**src/lzrw_pkg.sv**
```systemverilog
// ----------------------------------------------------------------------------
// lzrw_pkg
// Widths, codes and command-byte fields shared by the ring window expander.
// ----------------------------------------------------------------------------
package lzrw_pkg;

    localparam int BYTE_W    = 8;
    localparam int WIN_AW    = 8;
    localparam int OUT_LANES = 4;
    localparam int COUNT_W   = 3;
    localparam int LEN_W     = 9;
    localparam int LIT_W     = 7;

    localparam int                 CMD_MATCH_BIT = 7;
    localparam logic [LIT_W-1:0]   CMD_LEN_MASK  = 7'h7f;
    localparam logic [BYTE_W-1:0]  CMD_END       = 8'h00;
    localparam logic [LEN_W-1:0]   LEN_MAX       = 9'd256;

    typedef logic [BYTE_W-1:0] t_byte;
    typedef logic [WIN_AW-1:0] t_win_addr;

endpackage

```
**src/lz_ring_window_expander.sv**
```systemverilog
// ----------------------------------------------------------------------------
// lz_ring_window_expander
// Streaming LZ77 decoder with a 256-byte ring history and four output lanes.
// ----------------------------------------------------------------------------
// The input channel takes one compressed byte per request. Command bytes
// produce no result, each literal byte produces one result with one lane,
// and a zero command produces one end result with no lanes that also resets
// the write position. A distance byte starts a match copy that produces one
// result per four copied bytes, the last one possibly short.
// Literal and command bytes are taken while the output register is free or
// being emptied, and a literal result is registered in the cycle after its
// request is taken. A match copy reads each byte from the history memory
// and writes it back, and emits a result after every four bytes and at its
// end. The input is not ready meanwhile. After reset the history memory is
// cleared, one entry per cycle, before the first request is taken.
// When the receiver stalls, the result stays in the output register and
// the decoder waits until it is taken; no result is lost.
// ----------------------------------------------------------------------------
module lz_ring_window_expander
    import lzrw_pkg::*;
(
    input  logic               i_clk,
    input  logic               i_rst_n,
    input  logic               i_in_valid,
    output logic               o_in_ready,
    input  logic [7:0]         i_in_byte,
    output logic               o_out_valid,
    input  logic               i_out_ready,
    output logic [2:0]         o_byte_count,
    output logic [7:0]         o_lane0,
    output logic [7:0]         o_lane1,
    output logic [7:0]         o_lane2,
    output logic [7:0]         o_lane3,
    output logic               o_last_of_run,
    output logic               o_stream_end
);

    typedef enum logic [2:0] {
        S_CLEAR,
        S_IDLE,
        S_READ,
        S_WRITE,
        S_EMIT
    } t_state;

    typedef enum logic [1:0] {
        PH_CMD,
        PH_LIT,
        PH_DIST
    } t_phase;

    t_state            r_state, n_state;
    t_phase            r_phase, n_phase;
    t_win_addr         r_wp, n_wp;
    t_win_addr         r_rd, n_rd;
    logic [LIT_W-1:0]  r_lit, n_lit;
    logic [LEN_W-1:0]  r_remain, n_remain;
    logic [COUNT_W-1:0] r_fill, n_fill;
    t_byte             r_lane [OUT_LANES];
    t_byte             n_lane [OUT_LANES];

    logic              r_out_valid, n_out_valid;
    logic [COUNT_W-1:0] r_count, n_count;
    t_byte             r_out [OUT_LANES];
    t_byte             n_out [OUT_LANES];
    logic              r_last, n_last;
    logic              r_end, n_end;

    t_byte             r_hist [2**WIN_AW];
    t_byte             r_rdata;
    logic              mem_we;
    t_win_addr         mem_wa;
    t_byte             mem_wd;

    logic              slot_free;
    logic              in_take;

    assign slot_free  = !r_out_valid || i_out_ready;
    assign o_in_ready = (r_state == S_IDLE) && slot_free;
    assign in_take    = i_in_valid && o_in_ready;

    always_ff @(posedge i_clk) begin
        if (mem_we) begin
            r_hist[mem_wa] <= mem_wd;
        end
        r_rdata <= r_hist[r_rd];
    end

    always_comb begin
        n_state     = r_state;
        n_phase     = r_phase;
        n_wp        = r_wp;
        n_rd        = r_rd;
        n_lit       = r_lit;
        n_remain    = r_remain;
        n_fill      = r_fill;
        n_lane      = r_lane;
        n_out_valid = r_out_valid && !i_out_ready;
        n_count     = r_count;
        n_out       = r_out;
        n_last      = r_last;
        n_end       = r_end;
        mem_we      = 1'b0;
        mem_wa      = r_wp;
        mem_wd      = r_rdata;

        unique case (r_state)
            S_CLEAR: begin
                mem_we = 1'b1;
                mem_wa = r_rd;
                mem_wd = '0;
                n_rd   = r_rd + 1'b1;
                if (r_rd == '1) begin
                    n_state = S_IDLE;
                end
            end
            S_IDLE: begin
                if (in_take) begin
                    unique case (r_phase)
                        PH_LIT: begin
                            mem_we      = 1'b1;
                            mem_wd      = i_in_byte;
                            n_wp        = r_wp + 1'b1;
                            n_out_valid = 1'b1;
                            n_count     = COUNT_W'(1);
                            n_out[0]    = i_in_byte;
                            for (int k = 1; k < OUT_LANES; k++) begin
                                n_out[k] = '0;
                            end
                            n_last      = 1'b1;
                            n_end       = 1'b0;
                            n_lit       = r_lit - 1'b1;
                            if (r_lit == LIT_W'(1)) begin
                                n_phase = PH_CMD;
                            end
                        end
                        PH_DIST: begin
                            n_rd     = r_wp - i_in_byte;
                            n_fill   = '0;
                            n_phase  = PH_CMD;
                            n_state  = S_READ;
                        end
                        default: begin
                            if (i_in_byte == CMD_END) begin
                                n_out_valid = 1'b1;
                                n_count     = '0;
                                for (int k = 0; k < OUT_LANES; k++) begin
                                    n_out[k] = '0;
                                end
                                n_last   = 1'b1;
                                n_end    = 1'b1;
                                n_wp     = '0;
                                n_phase  = PH_CMD;
                                n_lit    = '0;
                                n_remain = '0;
                            end else if (i_in_byte[CMD_MATCH_BIT]) begin
                                if ((i_in_byte[LIT_W-1:0] & CMD_LEN_MASK) == '0) begin
                                    n_remain = LEN_MAX;
                                end else begin
                                    n_remain = {2'b00, i_in_byte[LIT_W-1:0] & CMD_LEN_MASK};
                                end
                                n_phase = PH_DIST;
                            end else begin
                                n_lit   = i_in_byte[LIT_W-1:0] & CMD_LEN_MASK;
                                n_phase = PH_LIT;
                            end
                        end
                    endcase
                end
            end
            S_READ: begin
                n_state = S_WRITE;
            end
            S_WRITE: begin
                mem_we   = 1'b1;
                mem_wd   = r_rdata;
                n_wp     = r_wp + 1'b1;
                n_rd     = r_rd + 1'b1;
                n_lane[r_fill[1:0]] = r_rdata;
                n_fill   = r_fill + 1'b1;
                n_remain = r_remain - 1'b1;
                if (r_fill == COUNT_W'(OUT_LANES - 1) || r_remain == LEN_W'(1)) begin
                    n_state = S_EMIT;
                end else begin
                    n_state = S_READ;
                end
            end
            S_EMIT: begin
                if (slot_free) begin
                    n_out_valid = 1'b1;
                    n_count     = r_fill;
                    n_out       = r_lane;
                    n_last      = (r_remain == '0);
                    n_end       = 1'b0;
                    n_fill      = '0;
                    for (int k = 0; k < OUT_LANES; k++) begin
                        n_lane[k] = '0;
                    end
                    n_state     = (r_remain == '0) ? S_IDLE : S_READ;
                end
            end
            default: begin
                n_state = S_IDLE;
            end
        endcase
    end

    always_ff @(posedge i_clk) begin
        if (!i_rst_n) begin
            r_state     <= S_CLEAR;
            r_phase     <= PH_CMD;
            r_wp        <= '0;
            r_rd        <= '0;
            r_lit       <= '0;
            r_remain    <= '0;
            r_fill      <= '0;
            r_out_valid <= 1'b0;
            for (int k = 0; k < OUT_LANES; k++) begin
                r_lane[k] <= '0;
            end
        end else begin
            r_state     <= n_state;
            r_phase     <= n_phase;
            r_wp        <= n_wp;
            r_rd        <= n_rd;
            r_lit       <= n_lit;
            r_remain    <= n_remain;
            r_fill      <= n_fill;
            r_out_valid <= n_out_valid;
            r_lane      <= n_lane;
        end
        r_count <= n_count;
        r_out   <= n_out;
        r_last  <= n_last;
        r_end   <= n_end;
    end

    assign o_out_valid   = r_out_valid;
    assign o_byte_count  = r_count;
    assign o_lane0       = r_out[0];
    assign o_lane1       = r_out[1];
    assign o_lane2       = r_out[2];
    assign o_lane3       = r_out[3];
    assign o_last_of_run = r_last;
    assign o_stream_end  = r_end;

endmodule
```
**config.mk**
```make
export PLATFORM = sky130hd
export DESIGN_NAME = lz_ring_window_expander
export DESIGN_NICKNAME = d
export VERILOG_FILES = /design/src/lzrw_pkg.sv /design/src/lz_ring_window_expander.sv
export SDC_FILE = /design/constraint.sdc
export NUM_CORES = 2
export LEC_CHECK = 0
export BUFFER_PORTS_ARGS = -buffer_cell sky130_fd_sc_hd__buf_2
export CAP_MARGIN = 20
export CELL_PAD_IN_SITES_DETAIL_PLACEMENT = 1
export CELL_PAD_IN_SITES_GLOBAL_PLACEMENT = 1
export CORE_MARGIN = 8
export CORE_UTILIZATION = 40
export CTS_BUF_LIST = sky130_fd_sc_hd__clkbuf_8 sky130_fd_sc_hd__clkbuf_16
export CTS_CLUSTER_SIZE = 40
export DETAILED_ROUTE_END_ITERATION = 6
export PLACE_DENSITY_LB_ADDON = 0.1
export SETUP_SLACK_MARGIN = 0.4
export SYNTH_ARGS = -nofsm -noshare
export SYNTH_HDL_FRONTEND = slang
export SYNTH_SLANG_ARGS = --single-unit
```
**constraint.sdc**
```tcl
create_clock -name i_clk -period 14.83 [get_ports i_clk]
set_input_delay 2.966 -clock i_clk [delete_from_list [all_inputs] [get_ports i_clk]]
set_output_delay 2.966 -clock i_clk [all_outputs]
set_load 0.005 [all_outputs]
```
==> flow_summary.json <==
{
  "hold_viol_final": 0,
  "wl_per_cell_um": 36.4,
  "p_leak_nw": 31.2,
  "critical_path_class": "in -> reg",
  "grt_setup_unrepaired": "false",
  "drtAntennaViolNets": 0,
  "final_common_cell": "edfxtp_1",
  "seq_area_mm2": 0.0643,
  "power.density_mw_per_mm2": 132,
  "min-delay-start": "r_remain[5]",
  "largest_register_ffs": 2048,
  "yosysUniqueCellTypes": 83,
  "numClockSinks": 2166,
  "syn_area_mm2": 0.0857,
  "dieHeight_um": 479,
  "synth_edf_count": 2085,
  "dp.cells": 7260,
  "yosys.area_share.simple_pct": 4.08,
  "cts.clk_slew.worst_paths_ns": 0.06,
  "cts_resized": 0,
  "worstPathMaxFanout": 71,
  "cp-end-kind": "flip-flop",
  "grt_pass1_wl_um": 389000,
  "synth_compound_area_share_pct": 4.74,
  "finalPower_mw": 12.7,
  "worst_slew_margin_rel_pct": 18.8,
  "cp.arrival_ns": 7.58,
  "drc_errors": 0,
  "numCtsBuffers": 219,
  "holdPathEnd": "r_remain[5]",
  "core_mm2": 0.214,
  "syn_nets": 4554,
  "groute.usage.overall_pct": 23.9,
  "clock.fmax_ghz": 0.141,
  "min_path_type": "reg -> reg",
  "ys_seq_area_share_pct": 74.9,
  "ys.flop_type": "edfxtp_1",
  "finalWorstSetupSlack_ns": 7.74,
  "initial_core_util_pct": 40.1,
  "drv_cap": 0,
  "slew_violations": 0,
  "r2r-end": "r_hist[84][3]",
  "hold_depth": 2,
  "drive_gt1_share_pct": 20.7,
  "drtIter0Drc": 5501,
  "reg_top3": "r_hist (2048), r_lane (32), r_remain (9)",
  "synth_fa_ha_area_share_pct": 0.330,
  "finalCritPeriodShare_pct": 47.8,
  "fin_util_pct": 45.0,
  "grt_max_degree": 148,
  "io_buffers": 50,
  "worst_pin_slew_ns": 1.22,
  "preCtsSetupSlack_ns": 6.85,
  "synth_area_leader_cell": "edfxtp_1",
  "pin_count": 51,
  "synthMuxAreaShare_pct": 13.7,
  "synthArstFlopShare_pct": 0,
  "vias_per_cell": 6.03,
  "yosysWarnings": 0,
  "synth_xor_xnor_area_share_pct": 0.102,
  "postSynthRegisterBits": 2166,
  "cts_tree": "yes",
  "std_cell_rows": 170,
  "gr-total-overflow": 0,
  "mostFrequentLayoutCells": "edfxtp_1, mux4_2, nor2_1",
  "syn_inst": 4520,
  "synth_top_family_by_area": "multiplexers",
  "dp.final_hpwl_um": 169000,
  "clock_latency_ns": 0.86,
  "fin_skew_ns": 0.0376,
  "vdd_drop_max_uv": 123,
  "status": "complete, no violations",
  "holdBufCountCts": 0,
  "wirelength_um": 279000,
  "ys_top_cells_by_area": "edfxtp_1, mux4_2, mux2i_1",
  "critPathLaunchType": "primary input",
  "cp.required_ns": 15.32,
  "cts.path.max_buffers": 3,
  "fill_cells": 19900,
  "cts-root-buf": "clkbuf_16",
  "antenna_found_initial": 6,
  "regMostFlops": "r_hist",
  "layout.nets": 4680,
  "post_cts_buffers": 0,
  "reg2reg_depth": 7,
  "die_area_mm2": 0.229,
  "via_count": 46200,
  "multi_input_area_mm2": 0.0199,
  "fin_crit_ns": 7.09,
  "area_growth_pct": 12.2,
  "reg2reg_slack_ns": 9.18,
  "dr.pass1.iters": 5,
  "die_x_um": 479,
  "layout.cells.non_filler": 7669,
  "timing.rr.start": "r_state[1]",
  "setup_viol": 0,
  "gp_congestion": 0.829,
  "cts_max_level": 4,
  "avgSynthCellArea_um2": 19.0,
  "yosysTopAreaCellShare_pct": 73.1,
  "grt_pass1_vias": 46600
}
[layer usage]
layer | vias up | part of all wire, % | track usage [%]
li1 | 18700 | - | -
met1 | 25300 | 44 | 35.2
met2 | 1950 | 46 | 37.0
met3 | 320 | 7.2 | 4.25
met4 | 0 | 2.4 | 5.95
met5 | - | 0 | 0
[power by group]
part           internal (mW)  switching (mW)  total [mW]
registers               6.61          0.0368        6.65
logic                  0.247           0.409       0.656
clock network           3.06            2.38        5.44
total                   9.92            2.82        12.7
[cells in the mapped netlist, drive strengths merged (60+ instances only)]
cell       n
o21ai    105
nand3     60
mux4     418
mux2i    206
buf      154
nand2    201
edfxtp  2085
a21oi    102
a22oi     96
dfxtp     81
clkbuf   114
nor2     344
[critical path, stage by stage]
cell and delay [ns]:
buf_2 0.09, nor2b_1 0.35, nor3_2 0.21, nand2_1 0.66, a211o_1 0.36, nand2_1 0.13
o21ai_4 0.10, buf_4 0.75, buf_4 0.85, buf_4 0.87
[area by class of cell]
type                            count  area share [%]
Antenna cell                        1         0.00260
Sequential cell                  2166            66.8
Multi-Input combinational cell   2054            20.7
Clock buffer                      232            5.95
Clock inverter                    173            1.30
Tap cell                         2838            3.69
Timing Repair Buffer              173            1.43
Inverter                           32           0.127
[per-stage QoR]
step                      setup TNS, ns  hold slack, ns  cell area (um^2)
after floorplan                -1504.07           0.446             85700
after global placement                0           0.479             89100
after detailed placement              0           0.481             89200
after CTS                             0           0.490             96100
after global routing                  0           0.519             96200
final                                 0           0.489             96200
[worst max path at each step]
stage                start              to  cells after the start
4_1_cts         i_in_valid  r_hist[238][2]                      8
3_5_place_dp    i_in_valid  r_hist[238][0]                      8
2_1_floorplan   i_in_valid    r_hist[0][0]                      4
6_report       i_out_ready   r_hist[84][3]                     10
3_3_place_gp   i_out_ready   r_hist[69][3]                     10
5_1_grt        i_out_ready   r_hist[93][3]                     10
[logic make-up after synthesis]
logic type	count (synthesis)
buffers and inverters	300
XOR/XNOR	10
adder cells (fa/ha/maj)	22
multiplexers	651
flip-flops	2166
AO/OA/AOI/OAI	584
AND/OR/NAND/NOR	787
Note: power is estimated with default switching activity, not from simulation.
